## src/scatter_direction_rotate_unit_macros.svh

```systemverilog
// Assertion macros for the scatter direction rotate unit.
`ifndef SCATTER_DIRECTION_ROTATE_UNIT_MACROS_SVH
`define SCATTER_DIRECTION_ROTATE_UNIT_MACROS_SVH
`ifndef SYNTHESIS
`define SDR_ASSERT(label, clk, rst, prop, msg) \
  label: assert property (@(posedge clk) disable iff (rst) prop) else $error(msg);
`define SDR_ASSERT_NR(label, clk, prop, msg) \
  label: assert property (@(posedge clk) prop) else $error(msg);
`else
`define SDR_ASSERT(label, clk, rst, prop, msg)
`define SDR_ASSERT_NR(label, clk, prop, msg)
`endif
`endif

```

## src/sdr_pkg.sv

```systemverilog
`timescale 1ns / 1ps
`default_nettype none
// ----------------------------------------------------------------------------
// sdr_pkg: shared types and constants
// Command codes, the CORDIC arctangent table, controller commands and status.
// ----------------------------------------------------------------------------
package sdr_pkg;

  localparam int AngleBitsDefault = 24;
  localparam int CordicStepsDefault = 24;
  localparam int TableLen = 32;

  localparam logic signed [63:0] InvGainQ30 = 64'sd652032874;
  localparam logic [63:0] HalfTurn = 64'h8000_0000_0000_0000;

  typedef enum logic {
    CMD_LOAD = 1'b0,
    CMD_KICK = 1'b1
  } command_t;

  // atan(2^-i) in turn units, full turn = 2^64
  function automatic logic [63:0] atan_entry(input logic [4:0] i);
    logic [63:0] r;
    unique case (i)
      5'd0:  r = 64'h2000000000000000;
      5'd1:  r = 64'h12E4051D9DF30800;
      5'd2:  r = 64'h09FB385B5EE39E80;
      5'd3:  r = 64'h051111D41DDD9A40;
      5'd4:  r = 64'h028B0D430E589B00;
      5'd5:  r = 64'h0145D7E159046278;
      5'd6:  r = 64'h00A2F61E5C282630;
      5'd7:  r = 64'h00517C5511D442B0;
      5'd8:  r = 64'h0028BE5346D0C338;
      5'd9:  r = 64'h00145F2EBB30AB38;
      5'd10: r = 64'h000A2F980091BA7B;
      5'd11: r = 64'h000517CC14A80CB7;
      5'd12: r = 64'h00028BE60CDFEC62;
      5'd13: r = 64'h000145F306C172F1;
      5'd14: r = 64'h0000A2F9836AE913;
      5'd15: r = 64'h0000517CC1B6BA7C;
      5'd16: r = 64'h000028BE60DB85FB;
      5'd17: r = 64'h0000145F306DC81A;
      5'd18: r = 64'h00000A2F9836E4B1;
      5'd19: r = 64'h00000517CC1B726C;
      5'd20: r = 64'h0000028BE60DB938;
      5'd21: r = 64'h00000145F306DC9C;
      5'd22: r = 64'h000000A2F9836E4E;
      5'd23: r = 64'h000000517CC1B727;
      5'd24: r = 64'h00000028BE60DB93;
      5'd25: r = 64'h000000145F306DC9;
      5'd26: r = 64'h0000000A2F9836E4;
      5'd27: r = 64'h0000000517CC1B72;
      5'd28: r = 64'h000000028BE60DB9;
      5'd29: r = 64'h0000000145F306DC;
      5'd30: r = 64'h00000000A2F9836E;
      default: r = 64'h00000000517CC1B7;
    endcase
    return r;
  endfunction

  typedef enum logic [2:0] {
    ST_IDLE,
    ST_TRIG,
    ST_ROT,
    ST_VEC,
    ST_MUL,
    ST_DONE
  } state_t;

  // one step of the kick program per sequencer slot
  typedef enum logic [4:0] {
    OP_SC_POL, OP_SC_AZ, OP_SC_KP, OP_SC_KA,
    OP_M_D0, OP_M_D1, OP_M_CT_CP, OP_M_ST_CP, OP_M_SP_CT, OP_M_ST_SP,
    OP_M_X0, OP_M_X1, OP_M_X2, OP_M_Y0, OP_M_Y1, OP_M_Y2, OP_M_Z0, OP_M_Z1,
    OP_VEC_AZ, OP_M_RHO, OP_VEC_POL, OP_FINISH
  } op_t;

  typedef struct packed {
    logic start_load;  // capture loaded angles
    logic start_kick;  // latch kick angles
    logic op_start;    // begin the current op
    op_t  op;
    logic finish;      // commit angles
  } sdr_cmd_t;

  typedef struct packed {
    logic op_done;
  } sdr_status_t;

endpackage
`default_nettype wire

```

## src/sdr_ctrl.sv

```systemverilog
`timescale 1ns / 1ps
`default_nettype none
// ----------------------------------------------------------------------------
// sdr_ctrl: sequencer
// Walks the kick program one op at a time and runs the handshakes.
// ----------------------------------------------------------------------------
module sdr_ctrl (
  input  wire logic                 clk,
  input  wire logic                 rst,
  input  wire logic                 in_valid,
  input  wire logic                 in_command,
  output logic                      in_ready,
  output logic                      out_valid,
  input  wire logic                 out_ready,
  output sdr_pkg::sdr_cmd_t         cmd,
  input  wire sdr_pkg::sdr_status_t status
);
  import sdr_pkg::*;

  state_t state, state_next;
  op_t    op, op_next;
  logic   launched, launched_next;
  logic   out_valid_next;

  always_ff @(posedge clk) begin
    if (rst) begin
      state     <= ST_IDLE;
      op        <= OP_SC_POL;
      launched  <= 1'b0;
      out_valid <= 1'b0;
    end else begin
      state     <= state_next;
      op        <= op_next;
      launched  <= launched_next;
      out_valid <= out_valid_next;
    end
  end

  // next state
  always_comb begin
    state_next     = state;
    op_next        = op;
    launched_next  = launched;
    out_valid_next = out_valid;
    if (out_valid && out_ready) begin
      out_valid_next = 1'b0;
    end
    unique case (state)
      ST_IDLE: begin
        if (in_valid && !out_valid) begin
          if (in_command == CMD_LOAD) begin
            out_valid_next = 1'b1;
          end else begin
            state_next    = ST_TRIG;
            op_next       = OP_SC_POL;
            launched_next = 1'b0;
          end
        end
      end
      ST_TRIG, ST_ROT, ST_VEC, ST_MUL: begin
        if (!launched) begin
          launched_next = 1'b1;
        end else if (status.op_done) begin
          launched_next = 1'b0;
          op_next       = op_t'(op + 5'd1);
          if (op == OP_VEC_POL) begin
            state_next = ST_DONE;
          end
        end
      end
      ST_DONE: begin
        state_next     = ST_IDLE;
        out_valid_next = 1'b1;
      end
      default: state_next = ST_IDLE;
    endcase
  end

  // outputs
  always_comb begin
    in_ready         = (state == ST_IDLE) && !out_valid;
    cmd.start_load   = in_ready && in_valid && (in_command == CMD_LOAD);
    cmd.start_kick   = in_ready && in_valid && (in_command == CMD_KICK);
    cmd.op_start     = (state != ST_IDLE) && (state != ST_DONE) && !launched;
    cmd.op           = op;
    cmd.finish       = (state == ST_DONE);
  end

endmodule
`default_nettype wire

```

## config.mk

```make
export PLATFORM = sky130hd
export DESIGN_NAME = sdr_ctrl
export DESIGN_NICKNAME = d
export VERILOG_FILES = /design/src/scatter_direction_rotate_unit_macros.svh /design/src/sdr_pkg.sv /design/src/sdr_ctrl.sv
export SDC_FILE = /design/constraint.sdc
export NUM_CORES = 1
export LEC_CHECK = 0
export ABC_AREA = 0
export BUFFER_PORTS_ARGS = -buffer_cell sky130_fd_sc_hd__buf_2
export CELL_PAD_IN_SITES_DETAIL_PLACEMENT = 1
export CELL_PAD_IN_SITES_GLOBAL_PLACEMENT = 2
export CORE_ASPECT_RATIO = 1.2
export CORE_UTILIZATION = 34
export CTS_BUF_LIST = sky130_fd_sc_hd__clkbuf_4
export DETAILED_ROUTE_END_ITERATION = 7
export GPL_TIMING_DRIVEN = 1
export HOLD_SLACK_MARGIN = 0.15
export PLACE_DENSITY = 0.82
export SYNTH_ARGS = -nofsm -noshare
export SYNTH_HDL_FRONTEND = slang
export SYNTH_SLANG_ARGS = --single-unit
```

## constraint.sdc

```tcl
create_clock -name clk -period 2.7 [get_ports clk]
set_clock_uncertainty 0.05 [all_clocks]
set_input_delay 0.135 -clock clk [delete_from_list [all_inputs] [get_ports clk]]
set_output_delay 0.135 -clock clk [all_outputs]
set_load 0.01 [all_outputs]
```

Word level (Yosys, flattened, before mapping)
Cells that the tools add are included.
{"block": "totals", "register_bits": 10, "inputBits": 6, "output_inout_bits": 11, "wordCells": 55}
{"block": "op_classes", "addsub": 1, "n_eq_ne": 12, "muxes": 20, "n_bitwise": 1, "reduce_logical": 17}
{"cell": "$mux 5", "count": 4}
{"cell": "$mux 3", "count": 5}
{"cell": "$ne 2x2->1 const B", "count": 5}
{"cell": "$pmux 5 s2", "count": 1}
{"cell": "$reduce_and 5->1", "count": 2}
{"cell": "$logic_and 1x1->1", "count": 8}
{"cell": "$mux 1", "count": 7}
{"cell": "$eq 3x2->1 const B", "count": 2}
{"cell": "$eq 3x3->1 const B", "count": 2}
{"cell": "$pmux 3 s2", "count": 1}
{"cell": "$add 5x1->5 const B", "count": 1}
{"cell": "$eq 5x5->1 const B", "count": 1}
{"cell": "$pmux 1 s2", "count": 2}
{"cell": "$reduce_or 4->1", "count": 1}
{"cell": "$eq 3x1->1 const B", "count": 1}
{"cell": "$logic_not 3->1", "count": 1}
{"cell": "$ne 3x3->1 const B", "count": 1}
{"cell": "$reduce_and 3->1", "count": 1}
{"cell": "$reduce_bool 3->1", "count": 1}
{"cell": "$logic_not 1->1", "count": 2}
{"cell": "$reduce_bool 2->1", "count": 1}
{"cell": "$not 1->1", "count": 1}

Depth between registers and ports, before layout
{"block": "logic_depth", "word_depth": 5, "depth_mapped": 7, "mapped_depth_nobuf": 5}

Least setup slack after synthesis
Ideal clock, no wire load.
{"block": "synth_timing", "path_kind": "register to register", "start": "register state[0]", "end": "register state[0]", "setup_ns": 0.123, "arrival_ns": 1.532, "required_time_ns": 2.527, "slack_ns": 0.995, "path_stages_with_launch": 7, "path_buffers": 1, "synth_period_minus_slack_ns": 1.705, "path_cell_list": "dfxtp_1 inv_1 ha_1 buf_4 a21boi_2 a221oi_2 mux2_1"}
{"block": "synth_between", "elab_chain_len": 4, "elab_cells_between_ends": 13, "cone_classes": "9 x eq/ne; 1 x mux; 3 x reduce/logical"}
{"element": "start: declaration", "line_no": "sdr_ctrl.sv:20", "source": "state_t state, state_next;"}
{"element": "start signal: assignment", "line_no": "sdr_ctrl.sv:32", "source": "state <= state_next;"}
{"element": "$eq 3x1->1, or another cell as far along", "line_no": "sdr_ctrl.sv:48", "source": "unique case (state)"}
{"element": "$reduce_or 4->1", "line_no": "sdr_ctrl.sv:48"}
{"element": "$ne 2x2->1 (no line)"}
{"element": "$reduce_and 5->1 (no line)"}
Several ways; a longest one is shown, not always the timed one.
A chain may end at the register's enable or synchronous reset.

Final worst setup path
Same ends and word-level chain as after synthesis.

==> flow_summary.ini <==
[worst_setup_path]
worstPathArrival_ns = 1.93
r2r_cells = 5
start_kind = flip-flop
crit_path_start = state[0]$_SDFFE_PP0P_
crit_required_ns = 2.80
r2r_setup_slack_ns = 0.87
r2r-start = state[0]$_SDFFE_PP0P_
timing.rr.end = state[0]$_SDFFE_PP0P_
critical_path_class = reg -> reg
path_max_fanout = 9
cp-end-kind = flip-flop

[global_route]
grt_max_degree = 12
track_usage_pct = 16.7
grt_pass1_wl_mm = 2.68
overflow = 0
grt_pass1_vias = 573
antenna_found_initial = 0

[timing]
fin_hold_ws_ns = 0.307
grt_setup_unrepaired = false
worst_pin_slew_ns = 0.349
slew_headroom_pct = 76.7
finalCritPeriodShare_pct = 67.9
hold_violations = 0
final_max_slew_viol_count = 0
fin_crit_ns = 1.83
fin_tns_setup_ns = 0
setup_ws_ns = 0.867
report.final.setup_viol = 0
max_freq_mhz = 545

[synthesis]
netlist_area_um2 = 643
ys_seq_area_share_pct = 28.0
synth.distinct_cells = 26
synth_nets = 81
ys_warn_count = 0
syn_inst = 70
avgSynthCellArea_um2 = 9.19
synth_seq_cells = 9

[layout]
areaGrowthSynthToFinish_pct = 21.4
multi_input_comb_area_um2 = 407
mostFrequentLayoutCell = buf_2
seq_area_um2 = 180
fillers = 212
layout.nets = 101
layout-drive-gt1-share_pct = 30.3
num_antenna_cells = 0
fin_cells = 107
layout_common_cells = buf_2, inv_1, o211ai_1, dfxtp_1

[min_path]
hold_start = status
min_to = launched$_SDFFE_PP0P_
hold_path_class = in -> reg
hold_depth = 4

[clock_tree]
cts_root_buf = clkbuf_4
cts_tree = yes
clk_path_buf_depth = 2
hold_buffers = 2
clkLatencyLatePin_ns = 0.26
cts_resized = 0
cts_sinks = 9
clk_pin_slew_ns = 0.07
postCtsSetupRepairBufs = 0
numCtsBuffers = 3
h-tree-depth = 1

[pwr]
p_leak_nw = 0.354
powerDensity_nw_per_um2 = 936
ir_drop_uv = 487

[detailed_routing]
firstDrtPassIters = 4
routed_wl_mm = 1.59
drc = 0
vias = 583
drt-initial-drc-count = 1
wl_per_cell_um = 14.8
drt-vias-per-instance = 5.45
ant_nets = 0

[place]
dp.cells = 101
io_buffers = 16
hpwl_mm = 1.15
pre_cts_ws_ns = 0.863
gp_congestion = 0.687

[floorplanning]
die_h_um = 49.6
fp.dieW_um = 41.7
dieArea_um2 = 2070
start_util_pct = 37.8
fp-row-count = 16
ios = 17
core_um2 = 1700

[run]
drv_cap = 0

[status]
outcome = complete, no violations
[synth_stat cells]
cell type,n,area [µm²]
inv_1,11,41.3
dfxtp_1,9,180
o211ai_1,9,67.6
ha_1,5,62.6
mux2i_1,5,50.1
nand3_1,4,20.0
a211oi_1,3,22.5
a21oi_1,2,10.0
clkbuf_1,2,7.51
nand2b_1,2,12.5
nor2_1,2,7.51
nor2b_1,2,12.5
a21bo_2,1,10.0
a21boi_2,1,11.3
a21o_1,1,7.51
a21oi_2,1,8.76
a221oi_2,1,15.0
and4bb_2,1,12.5
buf_4,1,7.51
mux2_1,1,11.3
nand2_1,1,3.75
nand3b_4,1,20.0
nand4b_1,1,8.76
nand4b_2,1,15.0
o211a_1,1,10.0
o21bai_1,1,7.51
[state kept, by name, summed over array words and instances, names as in the netlist]
name	flops
op	5
state	2
launched	1
out_valid	1
[power breakdown]
part           internal (W)  switching [W]  leakage (nW)
sequential         0.000162      0.0000312        0.0732
clock             0.0000671      0.0000514        0.0184
combinational      0.000173       0.000246         0.263
total              0.000402       0.000329         0.354
[cells by family (layout without fill, tap and decap cells)]
group | Yosys count | count (layout) | synth area share (%)
adders and majority gates | 5 | 5 | 9.73
and+or+nand+nor | 15 | 15 | 17.5
buffers and inverters | 14 | 33 | 8.76
DFF | 9 | 9 | 28.0
muxes | 6 | 6 | 9.53
AOI/OAI and AO/OA | 21 | 21 | 26.5
[worst max path at each step]
stage / end / slack, ns
finish: state[0]$_SDFFE_PP0P_ / 0.87
global route: op[4]$_SDFFE_PP0P_ / 0.73
CTS: state[0]$_SDFFE_PP0P_ / 0.85
detailed placement: state[0]$_SDFFE_PP0P_ / 0.86
global placement: state[0]$_SDFFE_PP0P_ / 0.92
floorplan: state[0]$_SDFFE_PP0P_ / 0.99
[critical path: stages (launching register included)]
cell and delay [ns]:
dfxtp_1 0.36, inv_1 0.07, ha_1 0.41, a21boi_2 0.25, a221oi_2 0.24, mux2_1 0.34
[per-stage QoR]
stage / power, W / util, % / area, µm²
after floorplan: 0.000511 / - / 643
after global routing: 0.000788 / 45.9 / 781
after CTS: 0.000737 / 45.9 / 781
final: 0.000731 / 45.9 / 781
after detailed placement: 0.000613 / 42.9 / 731
after global placement: 0.000595 / 42.9 / 731
[per-layer routing]
metal	vias up	track usage (%)	share of wire, %
met1	287	22.8	48
met2	5	25.5	49
met4	0	6.45	0.50
met5	-	0	0
met3	2	3.30	2.2
li1	289	-	-
[final cells by class]
cell class              count  share of cell area (%)
multi-input cells          47                    52.1
flip-flops and latches      9                    23.1
repair buffers             18                    12.8
inverters                  11                    5.29
clock buffers               4                    3.85
well taps                  18                    2.88
No activity file was read; power rests on OpenSTA's default activity.
